File: config.mk
export PLATFORM = sky130hd
export DESIGN_NAME = dynamic_resolution_governor
export DESIGN_NICKNAME = d
export VERILOG_FILES = /design/src/design/drg_pkg.sv /design/src/design/dynamic_resolution_governor.sv /design/src/design/drg_cfg.sv /design/src/design/drg_core.sv
export SDC_FILE = /design/constraint.sdc
export NUM_CORES = 1
export LEC_CHECK = 0
export BUFFER_PORTS_ARGS = -buffer_cell sky130_fd_sc_hd__buf_2
export CORE_MARGIN = 3
export CORE_UTILIZATION = 50
export CTS_BUF_LIST = sky130_fd_sc_hd__clkbuf_4 sky130_fd_sc_hd__clkbuf_8
export CTS_CLUSTER_DIAMETER = 50
export DETAILED_ROUTE_END_ITERATION = 7
export GPL_ROUTABILITY_DRIVEN = 0
export GPL_TIMING_DRIVEN = 1
export PLACE_DENSITY = 0.75
export REMOVE_ABC_BUFFERS = 1
export SLEW_MARGIN = 20
export SYNTH_ARGS = -nofsm -noshare
export SYNTH_HDL_FRONTEND = slang
export SYNTH_HIERARCHICAL = 1
export SYNTH_SLANG_ARGS = --single-unit
File: constraint.sdc
create_clock -name clk -period 8.7 [get_ports clk]
set_input_delay 1.305 -clock clk [delete_from_list [all_inputs] [get_ports clk]]
set_output_delay 1.305 -clock clk [all_outputs]
set_load 0.05 [all_outputs]
File: src/design/drg_pkg.sv
// Shared types and constants for the dynamic resolution governor.
// Used by drg_cfg, drg_core and dynamic_resolution_governor; depends on nothing.
`default_nettype none

package drg_pkg;

  // Resolution ladder.
  localparam int RUNGS       = 8;
  localparam int START_LEVEL = 7;
  localparam int TOP_RUNG_I  = (RUNGS < 1) ? 0 : ((RUNGS > 256) ? 255 : RUNGS - 1);
  localparam int RESET_RUNG_I = (START_LEVEL < TOP_RUNG_I) ? START_LEVEL : TOP_RUNG_I;
  localparam logic [7:0] TOP_RUNG   = 8'(TOP_RUNG_I);
  localparam logic [7:0] RESET_RUNG = 8'(RESET_RUNG_I);

  // Field widths.
  localparam int BUSY_W   = 11;
  localparam int TIME_W   = 20;
  localparam int RATIO_W  = 10;
  localparam int FRAMES_W = 16;
  localparam int COUNT_W  = 32;
  localparam int LEVEL_W  = 8;
  localparam int IN_DATA_W  = 48;
  localparam int OUT_DATA_W = 16;
  localparam int ADDR_W   = 5;
  localparam int DATA_W   = 32;

  // Register map, index = paddr[4:2].
  typedef enum logic [2:0] {
    REG_CPU_HIGH = 3'd0,
    REG_GPU_HIGH = 3'd1,
    REG_GPU_LOW  = 3'd2,
    REG_TARGET   = 3'd3,
    REG_SLOW     = 3'd4,
    REG_FAST     = 3'd5,
    REG_WARMUP   = 3'd6,
    REG_COOLDOWN = 3'd7
  } reg_idx_t;

  localparam logic [BUSY_W-1:0]   RST_CPU_HIGH = 11'd922;
  localparam logic [BUSY_W-1:0]   RST_GPU_HIGH = 11'd973;
  localparam logic [BUSY_W-1:0]   RST_GPU_LOW  = 11'd768;
  localparam logic [TIME_W-1:0]   RST_TARGET   = 20'd16667;
  localparam logic [RATIO_W-1:0]  RST_SLOW     = 10'd269;
  localparam logic [RATIO_W-1:0]  RST_FAST     = 10'd218;
  localparam logic [FRAMES_W-1:0] RST_WARMUP   = 16'd30;
  localparam logic [FRAMES_W-1:0] RST_COOLDOWN = 16'd15;

  typedef enum logic [1:0] {
    DEC_HOLD = 2'd0,
    DEC_DOWN = 2'd1,
    DEC_UP   = 2'd2
  } decision_t;

  typedef enum logic [1:0] {
    BOT_BALANCED = 2'd0,
    BOT_CPU      = 2'd1,
    BOT_GPU      = 2'd2
  } bottleneck_t;

  typedef enum logic [3:0] {
    RSN_CPU_HOLD    = 4'd0,
    RSN_DOWN_LOCKED = 4'd1,
    RSN_LOWEST      = 4'd2,
    RSN_DOWN        = 4'd3,
    RSN_UP_LOCKED   = 4'd4,
    RSN_NATIVE      = 4'd5,
    RSN_UP          = 4'd6,
    RSN_SLOW_OTHER  = 4'd7,
    RSN_OK          = 4'd8
  } reason_t;

  typedef struct packed {
    logic [BUSY_W-1:0]   cpu_high_mark;
    logic [BUSY_W-1:0]   gpu_high_mark;
    logic [BUSY_W-1:0]   gpu_low_mark;
    logic [TIME_W-1:0]   target_frame_us;
    logic [RATIO_W-1:0]  slow_ratio;
    logic [RATIO_W-1:0]  fast_ratio;
    logic [FRAMES_W-1:0] warmup_frames;
    logic [FRAMES_W-1:0] cooldown_frames;
  } cfg_t;

  typedef struct packed {
    logic [TIME_W-1:0] frame_time_us;
    logic [BUSY_W-1:0] gpu_busy;
    logic [BUSY_W-1:0] cpu_busy;
  } sample_t;

  typedef struct packed {
    reason_t            reason_code;
    bottleneck_t        bottleneck;
    decision_t          decision;
    logic [LEVEL_W-1:0] current_level;
  } result_t;

endpackage

`default_nettype wire

File: src/design/dynamic_resolution_governor.sv
// Top level of the dynamic resolution governor: stream ports, APB-style configuration port.
// Depends on drg_pkg, drg_cfg and drg_core.
`default_nettype none

// One frame sample (CPU busy, GPU busy, frame time) enters per word on the s_ side and
// one result word (rung, decision, bottleneck, reason) leaves per sample on the m_ side,
// in order. The block takes a new sample every cycle unless the result side stalls; a
// sample is accepted into the sample register and its result is then loaded into the
// result register, with the classification, both threshold multiplies and the rung update
// done combinationally between them. Input stalls only when both registers are full and
// m_tready is low. Write configuration only while no sample is in flight.

module dynamic_resolution_governor (
  input  wire logic                            clk,
  input  wire logic                            rst,
  // APB-style configuration port, register i at byte address 4*i.
  input  wire logic                            psel,
  input  wire logic                            penable,
  input  wire logic                            pwrite,
  input  wire logic [drg_pkg::ADDR_W-1:0]      paddr,
  input  wire logic [drg_pkg::DATA_W-1:0]      pwdata,
  output logic      [drg_pkg::DATA_W-1:0]      prdata,
  output logic                                 pready,
  // Sample stream.
  input  wire logic                            s_tvalid,
  output logic                                 s_tready,
  // cpu_busy[10:0], gpu_busy[21:11], frame_time_us[41:22], zero[47:42]
  input  wire logic [drg_pkg::IN_DATA_W-1:0]   s_tdata,
  // Result stream.
  output logic                                 m_tvalid,
  input  wire logic                            m_tready,
  // current_level[7:0], decision[9:8], bottleneck[11:10], reason_code[15:12]
  output logic      [drg_pkg::OUT_DATA_W-1:0]  m_tdata
);

  drg_pkg::cfg_t    cfg;
  drg_pkg::sample_t sample;
  drg_pkg::result_t result;

  assign sample  = drg_pkg::sample_t'(s_tdata[41:0]);
  assign m_tdata = result;

  drg_cfg u_cfg (
    .clk     (clk),
    .rst     (rst),
    .psel    (psel),
    .penable (penable),
    .pwrite  (pwrite),
    .paddr   (paddr),
    .pwdata  (pwdata),
    .prdata  (prdata),
    .pready  (pready),
    .cfg     (cfg)
  );

  drg_core u_core (
    .clk        (clk),
    .rst        (rst),
    .cfg        (cfg),
    .in_valid   (s_tvalid),
    .in_ready   (s_tready),
    .in_sample  (sample),
    .out_valid  (m_tvalid),
    .out_ready  (m_tready),
    .out_result (result)
  );

endmodule

`default_nettype wire

File: src/design/drg_cfg.sv
// Configuration register file of the governor behind an APB-style port.
// Depends on drg_pkg for the register map, reset values and cfg_t.
`default_nettype none

module drg_cfg (
  input  wire logic                        clk,
  input  wire logic                        rst,
  input  wire logic                        psel,
  input  wire logic                        penable,
  input  wire logic                        pwrite,
  input  wire logic [drg_pkg::ADDR_W-1:0]  paddr,
  input  wire logic [drg_pkg::DATA_W-1:0]  pwdata,
  output logic      [drg_pkg::DATA_W-1:0]  prdata,
  output logic                             pready,
  output drg_pkg::cfg_t                    cfg
);

  drg_pkg::reg_idx_t idx;
  logic              wr;

  assign idx    = drg_pkg::reg_idx_t'(paddr[4:2]);
  assign wr     = psel && penable && pwrite;
  assign pready = 1'b1;

  always_ff @(posedge clk) begin
    if (rst) begin
      cfg.cpu_high_mark   <= drg_pkg::RST_CPU_HIGH;
      cfg.gpu_high_mark   <= drg_pkg::RST_GPU_HIGH;
      cfg.gpu_low_mark    <= drg_pkg::RST_GPU_LOW;
      cfg.target_frame_us <= drg_pkg::RST_TARGET;
      cfg.slow_ratio      <= drg_pkg::RST_SLOW;
      cfg.fast_ratio      <= drg_pkg::RST_FAST;
      cfg.warmup_frames   <= drg_pkg::RST_WARMUP;
      cfg.cooldown_frames <= drg_pkg::RST_COOLDOWN;
    end else if (wr) begin
      case (idx)
        drg_pkg::REG_CPU_HIGH: cfg.cpu_high_mark   <= pwdata[drg_pkg::BUSY_W-1:0];
        drg_pkg::REG_GPU_HIGH: cfg.gpu_high_mark   <= pwdata[drg_pkg::BUSY_W-1:0];
        drg_pkg::REG_GPU_LOW:  cfg.gpu_low_mark    <= pwdata[drg_pkg::BUSY_W-1:0];
        drg_pkg::REG_TARGET:   cfg.target_frame_us <= pwdata[drg_pkg::TIME_W-1:0];
        drg_pkg::REG_SLOW:     cfg.slow_ratio      <= pwdata[drg_pkg::RATIO_W-1:0];
        drg_pkg::REG_FAST:     cfg.fast_ratio      <= pwdata[drg_pkg::RATIO_W-1:0];
        drg_pkg::REG_WARMUP:   cfg.warmup_frames   <= pwdata[drg_pkg::FRAMES_W-1:0];
        drg_pkg::REG_COOLDOWN: cfg.cooldown_frames <= pwdata[drg_pkg::FRAMES_W-1:0];
        default: ;
      endcase
    end
  end

  always_comb begin
    case (idx)
      drg_pkg::REG_CPU_HIGH: prdata = 32'(cfg.cpu_high_mark);
      drg_pkg::REG_GPU_HIGH: prdata = 32'(cfg.gpu_high_mark);
      drg_pkg::REG_GPU_LOW:  prdata = 32'(cfg.gpu_low_mark);
      drg_pkg::REG_TARGET:   prdata = 32'(cfg.target_frame_us);
      drg_pkg::REG_SLOW:     prdata = 32'(cfg.slow_ratio);
      drg_pkg::REG_FAST:     prdata = 32'(cfg.fast_ratio);
      drg_pkg::REG_WARMUP:   prdata = 32'(cfg.warmup_frames);
      drg_pkg::REG_COOLDOWN: prdata = 32'(cfg.cooldown_frames);
      default:               prdata = '0;
    endcase
  end

endmodule

`default_nettype wire

File: src/design/drg_core.sv
// Governor datapath: sample register, decision logic, governor state and result register.
// Depends on drg_pkg for the sample, result and configuration types.
`default_nettype none

module drg_core (
  input  wire logic              clk,
  input  wire logic              rst,
  input  wire drg_pkg::cfg_t     cfg,
  input  wire logic              in_valid,
  output logic                   in_ready,
  input  wire drg_pkg::sample_t  in_sample,
  output logic                   out_valid,
  input  wire logic              out_ready,
  output drg_pkg::result_t       out_result
);

  // Sample register.
  logic              smp_valid;
  drg_pkg::sample_t  smp;
  logic              out_free;
  logic              adv;

  // Governor state.
  logic [drg_pkg::LEVEL_W-1:0] rung;
  logic [drg_pkg::COUNT_W-1:0] frame_count;
  logic [drg_pkg::COUNT_W-1:0] last_change_frame;
  logic                        changed_once;
  logic                        warmed_up;

  logic [drg_pkg::LEVEL_W-1:0] rung_next;
  logic [drg_pkg::COUNT_W-1:0] frame_count_next;
  logic                        warmed_up_next;
  logic                        change;

  logic [27:0]                 scaled;
  logic [29:0]                 slow_lim;
  logic [29:0]                 fast_lim;
  logic                        slow;
  logic                        fast;
  logic [drg_pkg::COUNT_W-1:0] since_change;
  logic                        may_change;
  drg_pkg::result_t            res;

  assign out_free = !out_valid || out_ready;
  assign adv      = smp_valid && out_free;
  assign in_ready = !smp_valid || out_free;

  always_ff @(posedge clk) begin
    if (rst) begin
      smp_valid <= 1'b0;
    end else if (in_ready) begin
      smp_valid <= in_valid;
    end
  end

  always_ff @(posedge clk) begin
    if (in_ready && in_valid) begin
      smp <= in_sample;
    end
  end

  always_comb begin
    frame_count_next = frame_count + 32'd1;
    warmed_up_next   = warmed_up || (frame_count_next > 32'(cfg.warmup_frames));
    since_change     = frame_count_next - last_change_frame;
    may_change       = warmed_up_next &&
                       (!changed_once || (since_change >= 32'(cfg.cooldown_frames)));

    scaled   = {smp.frame_time_us, 8'd0};
    slow_lim = 30'(cfg.target_frame_us) * 30'(cfg.slow_ratio);
    fast_lim = 30'(cfg.target_frame_us) * 30'(cfg.fast_ratio);
    slow     = {2'b00, scaled} > slow_lim;
    fast     = {2'b00, scaled} < fast_lim;

    if (smp.cpu_busy >= cfg.cpu_high_mark) begin
      res.bottleneck = drg_pkg::BOT_CPU;
    end else if (smp.gpu_busy >= cfg.gpu_high_mark) begin
      res.bottleneck = drg_pkg::BOT_GPU;
    end else begin
      res.bottleneck = drg_pkg::BOT_BALANCED;
    end

    rung_next    = rung;
    change       = 1'b0;
    res.decision = drg_pkg::DEC_HOLD;

    if (res.bottleneck == drg_pkg::BOT_CPU) begin
      res.reason_code = drg_pkg::RSN_CPU_HOLD;
    end else if (slow && res.bottleneck == drg_pkg::BOT_GPU) begin
      if (!may_change) begin
        res.reason_code = drg_pkg::RSN_DOWN_LOCKED;
      end else if (rung == 8'd0) begin
        res.reason_code = drg_pkg::RSN_LOWEST;
      end else begin
        rung_next       = rung - 8'd1;
        change          = 1'b1;
        res.decision    = drg_pkg::DEC_DOWN;
        res.reason_code = drg_pkg::RSN_DOWN;
      end
    end else if (fast && smp.gpu_busy <= cfg.gpu_low_mark) begin
      if (!may_change) begin
        res.reason_code = drg_pkg::RSN_UP_LOCKED;
      end else if (rung >= drg_pkg::TOP_RUNG) begin
        res.reason_code = drg_pkg::RSN_NATIVE;
      end else begin
        rung_next       = rung + 8'd1;
        change          = 1'b1;
        res.decision    = drg_pkg::DEC_UP;
        res.reason_code = drg_pkg::RSN_UP;
      end
    end else if (slow) begin
      res.reason_code = drg_pkg::RSN_SLOW_OTHER;
    end else begin
      res.reason_code = drg_pkg::RSN_OK;
    end

    res.current_level = rung_next;
  end

  always_ff @(posedge clk) begin
    if (rst) begin
      rung              <= drg_pkg::RESET_RUNG;
      frame_count       <= '0;
      last_change_frame <= '0;
      changed_once      <= 1'b0;
      warmed_up         <= 1'b0;
    end else if (adv) begin
      rung        <= rung_next;
      frame_count <= frame_count_next;
      warmed_up   <= warmed_up_next;
      if (change) begin
        last_change_frame <= frame_count_next;
        changed_once      <= 1'b1;
      end
    end
  end

  always_ff @(posedge clk) begin
    if (rst) begin
      out_valid <= 1'b0;
    end else if (out_free) begin
      out_valid <= smp_valid;
    end
  end

  always_ff @(posedge clk) begin
    if (adv) begin
      out_result <= res;
    end
  end

  a_rung_in_range: assert property (@(posedge clk) disable iff (rst)
    rung <= drg_pkg::TOP_RUNG)
    else $error("rung above top of ladder");

  a_down_step: assert property (@(posedge clk) disable iff (rst)
    (adv && res.decision == drg_pkg::DEC_DOWN) |=> (rung == $past(rung) - 8'd1))
    else $error("step down did not lower rung by one");

  a_hold_keeps_rung: assert property (@(posedge clk) disable iff (rst)
    (adv && res.decision == drg_pkg::DEC_HOLD) |=> $stable(rung))
    else $error("rung moved on a hold decision");

  a_count_only_on_advance: assert property (@(posedge clk) disable iff (rst)
    !adv |=> $stable(frame_count))
    else $error("frame count moved without a sample");

  a_warm_sticky: assert property (@(posedge clk) disable iff (rst)
    warmed_up |=> warmed_up)
    else $error("warmup flag cleared outside reset");

endmodule

`default_nettype wire

; ---- Word level (Yosys, flattened, before mapping)
; Index checks and enable logic that the tools add are counted.
[word_totals]
out_inout_bits = 51
ff_bits = 239
in_bits = 92
[op_classes]
n_mux = 30
n_lt_le_gt_ge = 8
n_addsub = 4
n_reduce_logical = 25
multipliers = 2
eq_ne = 9
[ops]
columns = op, count
row1 = $pmux 32 s8, 1
row2 = $mul 20x10->30, 2
row3 = $mux 8, 7
row4 = $add 32x1->32 const B, 1
row5 = $ge 32x16->1, 1
row6 = $gt 32x16->1, 1
row7 = $sub 32x32->32, 1
row8 = $gt 28x30->1, 1
row9 = $lt 28x30->1, 1
row10 = $ge 11x11->1, 2
row11 = $mux 4, 5
row12 = $reduce_and 2->1, 9
row13 = $mux 2, 8
row14 = $eq 3x3->1 const B, 4
row15 = $le 11x11->1, 1
row16 = $mux 1, 9
row17 = $add 8x1->8 const B, 1
row18 = $ge 8x3->1 const B, 1
row19 = $logic_not 8->1, 1
row20 = $sub 8x1->8 const B, 1
row21 = $logic_and 1x1->1, 7
row22 = $eq 3x2->1 const B, 2
row23 = $logic_or 1x1->1, 4
row24 = $eq 3x1->1 const B, 1
row25 = other kinds (4), 6

; ---- Depth between registers and ports, before layout
[logic_depth]
word_depth = 10
depth_mapped = 37

; ---- By module
; The synthesis kept the hierarchy.
[modules_own_cells]
columns = mod, n_inst, area_each_um2, seq_area_each_um2, cells_per_inst
row1 = drg_core, 1, 23142.2, 3263.1, 2714
row2 = drg_cfg, 1, 4889.7, 2102.0, 605

; ---- Worst setup path before layout
; No wires, ideal clock.
[synth_path]
path_type = register -> register
startpoint = reg u_cfg/cfg[52] (netlist name)
endpoint = reg u_core/last_change_frame[0] (netlist name)
slack_ns = 0.311
stages_incl_launch_ff = 36
setup_time_ns = 0.121
synth_period_minus_slack_ns = 8.389
required_time_ns = 8.579
t_arrival_ns = 8.268
path_buffers = 3
cell_sequence = dfxtp_1 -> clkbuf_1 -> clkbuf_1 -> nand2_1 -> fa_1 -> fa_1 -> inv_1 -> fa_1 -> fa_1 -> inv_1 -> fa_1 -> inv_1 -> ha_1 -> o21ai_0 -> a211oi_1 -> o2111ai_1 -> a21boi_1 -> o21ai_0 -> a21boi_0 -> o21ai_0 -> nor2b_1 -> o21bai_1 -> a21oi_1 -> xor2_1 -> ha_1 -> nand4_1 -> nor3_1 -> nand4_1 -> or4_1 -> nor3_1 -> nor4_4 -> a21oi_1 -> nand4_2 -> buf_6 -> a21oi_4 -> mux2_2
[synth_between]
elab_chain_len = 7
elab_cells_between_ends = 10
cone_classes = mul (2) / order compare (2) / mux (3) / reduce/logical (3)
[synth_rtl]
columns = element, line
row1 = $mul 20x10->30, drg_core.sv:71  ; fast_lim = 30'(cfg.target_frame_us) * 30'(cfg.fast_ratio);
row2 = $lt 28x30->1, drg_core.sv:73  ; fast = {2'b00, scaled} < fast_lim;
row3 = $logic_and 1x1->1, drg_core.sv:100  ; end else if (fast && smp.gpu_busy <= cfg.gpu_low_mark) begin
row4 = $mux 1, drg_core.sv:100
row5 = $mux 1 (*), drg_core.sv:89  ; end else if (slow && res.bottleneck == drg_pkg::BOT_GPU) begin
row6 = $mux 1 (*), drg_core.sv:87  ; if (res.bottleneck == drg_pkg::BOT_CPU) begin
row7 = $reduce_and 2->1 (no source line) (*), n/a
row8 = "end signal, assigned", drg_core.sv:132  ; last_change_frame <= frame_count_next;
row9 = "end, declared", drg_core.sv:26  ; logic [drg_pkg::COUNT_W-1:0] last_change_frame;
; Mark *: on every way between the ends. The rest lies on a longest branch, timed or not.
; A chain may end at the register's enable or synchronous reset.

; ---- Worst setup path after layout
[layout_path]
startpoint = reg u_cfg/cfg[49] (netlist name)
endpoint = reg u_core/last_change_frame[13] (netlist name)
[layout_between]
elab_chain_len = 6
[layout_rtl]
columns = element, line
row1 = $mul 20x10->30, drg_core.sv:70  ; slow_lim = 30'(cfg.target_frame_us) * 30'(cfg.slow_ratio);
row2 = $gt 28x30->1, drg_core.sv:72  ; slow = {2'b00, scaled} > slow_lim;
row3 = $logic_and 1x1->1, drg_core.sv:89
row4 = $mux 1, drg_core.sv:89
row5 = $mux 1, drg_core.sv:87
row6 = $reduce_and 2->1 (no source line), n/a
; No other way between the ends.

==> flow_metrics.env <==
export IMPL_status="finished, final reports clean"
export IMPL_crit_top_cell="fa_1"
export IMPL_maxCapViolations=0
export IMPL_drt_iter0_drc=1681
export IMPL_synth_seq_cells=239
export IMPL_initial_core_util_pct=50.68
export IMPL_grt_pass1_wl_um=120500
export IMPL_clk_pin_slew_ns=0.06
export IMPL_reg2regPathDepth=40
export IMPL_cp_max_fo=16
export IMPL_max_stage_delay_ns=0.54
export IMPL_seq_area_frac_synth_pct=19.14
export IMPL_yosysWarnings=6
export IMPL_arrival_ns=9.06
export IMPL_power_uw=3307
export IMPL_worst_slack_ns=0.09521
export IMPL_clock_latency_ns=0.64
export IMPL_pin_count=143
export IMPL_startpoint_type="flop"
export IMPL_gr_total_overflow=0
export IMPL_place_port_buffers=109
export IMPL_placed_area_sq_mm=0.03042
export IMPL_final_layout_size_suffix_gt1_share_pct=17.44
export IMPL_clockBufferDepth=3
export IMPL_die_y_um=242.8
export IMPL_drc=0
export IMPL_drt_total_wl_um=76750
export IMPL_hold_violations=0
export IMPL_drtPass1Iterations=5
export IMPL_relSlewSlack_pct=31.08
export IMPL_cpMaxStageDelayCell="fa_1"
export IMPL_numCtsBuffers=46
export IMPL_multiInputGateArea_sq_mm=0.02064
export IMPL_yosysUniqueCellTypes=92
export IMPL_synthArstFlopShare_pct=0
export IMPL_antenna_found_initial=3
export IMPL_syn_area_per_cell_sq_um=8.446
export IMPL_cts_htree_levels=2
export IMPL_regArea_sq_mm=0.005429
export IMPL_dp_slack_ns=-0.3683
export IMPL_period_share_pct=98.91
export IMPL_fin_worst_skew_ns=0.04147
export IMPL_vdd_ir_drop_max_mv=0.1197
export IMPL_grt_max_degree=109
export IMPL_required_ns=9.16
export IMPL_fin_area_sq_mm=0.03246
export IMPL_dieWidth_um=242.8
export IMPL_synth_flop_cell="dfxtp_1"
export IMPL_vias=24040
export IMPL_fmax_mhz=116.2
export IMPL_num_rows=86
export IMPL_max_slew_worst_pin_slew_ns=1.033
export IMPL_rsz0062_at_grt="yes"
export IMPL_tns_ns=0
export IMPL_p_leak_uw=0.01525
export IMPL_synth_edff_count=58
export IMPL_design_core_area_sq_mm=0.05531
export IMPL_setup_viol=0
export IMPL_layout_nets=4186
export IMPL_netlist_instances=3319
export IMPL_grt_pass1_vias=23680
export IMPL_cts_tree="done"
export IMPL_dp_hpwl_um=58860
export IMPL_hold_class="flop to flop"
export IMPL_report_final_slew_viol_count=0
export IMPL_die_area_sq_mm=0.05894
export IMPL_post_drt_wl_per_cell_um=17.73
export IMPL_area_delta_synth_final_pct=15.78
export IMPL_worstHoldPathCells=2
export IMPL_power_density_mw_per_mm2=101.9
export IMPL_netlist_area_sq_mm=0.02803
export IMPL_root_buffer="clkbuf_8"
export IMPL_clock_sinks=239
export IMPL_endpoint_kind="flop"
export IMPL_ant_nets=0
export IMPL_criticalPathCategory="flop to flop"
export IMPL_grt_usage_pct=25.08
export IMPL_n_fill_cell=4873
export IMPL_viasPerCell=5.555
export IMPL_fin_crit_ns=8.605
sequential cells by signal, summed over array words and instances, names as in the netlist:
| name | count |
|---|---|
| u_core/out_result | 16 |
| u_cfg/cfg | 105 |
| u_core/rung | 8 |
| u_core/smp | 22 |
| u_core/changed_once | 1 |
| u_core/warmed_up | 1 |
| u_core/last_change_frame | 32 |
| u_core/smp_valid | 1 |
| u_core/frame_count | 32 |
| u_core/out_valid | 1 |
| u_core/scaled | 20 |
power breakdown:
part / internal (uW) / switching (uW) / leakage [uW]
Sequential: 1160 / 18.1 / 0.00202
Combinational: 374 / 499 / 0.0127
Clock: 716 / 544 / 0.000532
Total: 2250 / 1060 / 0.0152
cell usage after synthesis (all sizes together) (26+ instances only):
cell | count | share of area, %
dfxtp | 181 | 13
buf | 71 | 1.7
nand3b | 34 | 0.92
fa | 285 | 20
and2 | 199 | 4.5
a211oi | 71 | 1.9
a21o | 46 | 1.2
nand4 | 48 | 1.1
nand2 | 486 | 6.5
inv | 430 | 5.8
ha | 269 | 12
edfxtp | 58 | 6.2
nor2b | 26 | 0.61
xnor2 | 75 | 2.3
a21oi | 202 | 3.7
nor3 | 37 | 0.70
xor2 | 53 | 1.7
nor2 | 142 | 2.0
nand3 | 50 | 0.91
o21ai | 107 | 1.9
clkbuf | 136 | 1.8
final timing paths:
kind | start | endpoint | slack [ns]
worst max register to register | u_cfg/cfg[49]$_SDFFE_PP0P_ | u_core/last_change_frame[13]$_SDFFE_PP0P_ | 0.1
worst min register to register | u_cfg/cfg[23]$_SDFFE_PP0P_ | u_cfg/cfg[23]$_SDFFE_PP0P_ | 0.47
worst max-delay path | u_cfg/cfg[49]$_SDFFE_PP0P_ | u_core/last_change_frame[13]$_SDFFE_PP0P_ | 0.1
worst min-delay path | u_cfg/cfg[23]$_SDFFE_PP0P_ | u_cfg/cfg[23]$_SDFFE_PP0P_ | 0.47
through the flow:
step | hold slack (ns) | util [%] | instances
after floorplan | 0.4340 | - | 3123
final | 0.4721 | 58.68 | 4328
after global routing | 0.4923 | 58.68 | 4328
after detailed placement | 0.4537 | 55.00 | 4212
after CTS | 0.4696 | 57.04 | 4298
after global placement | 0.4553 | 55.00 | 4212
critical path: cells and delay by family, from the launching register on:
| kind | cells | cell delay (ns) |
|---|---|---|
| AND/OR/NAND/NOR | 11 | 2.00 |
| buffers and inverters | 11 | 1.30 |
| AO/OA/AOI/OAI | 10 | 1.42 |
| XOR/XNOR | 1 | 0.14 |
| adder cells (fa/ha/maj) | 7 | 3.14 |
| flip-flops | 1 | 0.42 |
area by class of cell:
| class | instances | area share [%] |
|---|---|---|
| timing repair buffer | 369 | 8.593 |
| antenna | 3 | 0.02313 |
| inverter | 430 | 4.973 |
| tap | 748 | 2.884 |
| clock inverter | 19 | 0.6708 |
| clock buffer | 66 | 2.548 |
| multi-input combinational | 2454 | 63.58 |
| sequential | 239 | 16.73 |
placed cells by master (no fill, tap or decap), types with 109 or more instances in the layout:
cell type / n
buf_4: 222
ha_1: 259
nand2_1: 479
inv_1: 420
and2_1: 194
fa_1: 279
dfxtp_1: 156
buf_2: 109
nor2_1: 135
a21oi_1: 193
logic make-up after synthesis:
logic type                 share of synthesized area (%)
DFF                                                19.14
adders and majority gates                          32.36
AOI/OAI and AO/OA                                  13.49
and+or+nand+nor                                    20.09
other                                            0.02679
buffers and inverters                              9.297
muxes                                              1.602
xor gates and xnor gates                           3.999
routing by layer:
layer | wire, um | part of all wire, % | GRT usage [%]
met1 | 32130 | 42 | 32.81
met2 | 36250 | 47 | 42.06
met3 | 5606 | 7.3 | 3.811
met4 | 2765 | 3.6 | 9.525
met5 | 0 | 0 | 0
repair_timing:
action,4_1_cts,5_1_grt
setup endpoints to repair,53,55
resized for setup,29,155
pin swaps,9,78
hold buffers,0,0
cloned,0,2
setup buffers,1,25
(Power assumes the default switching activity.)
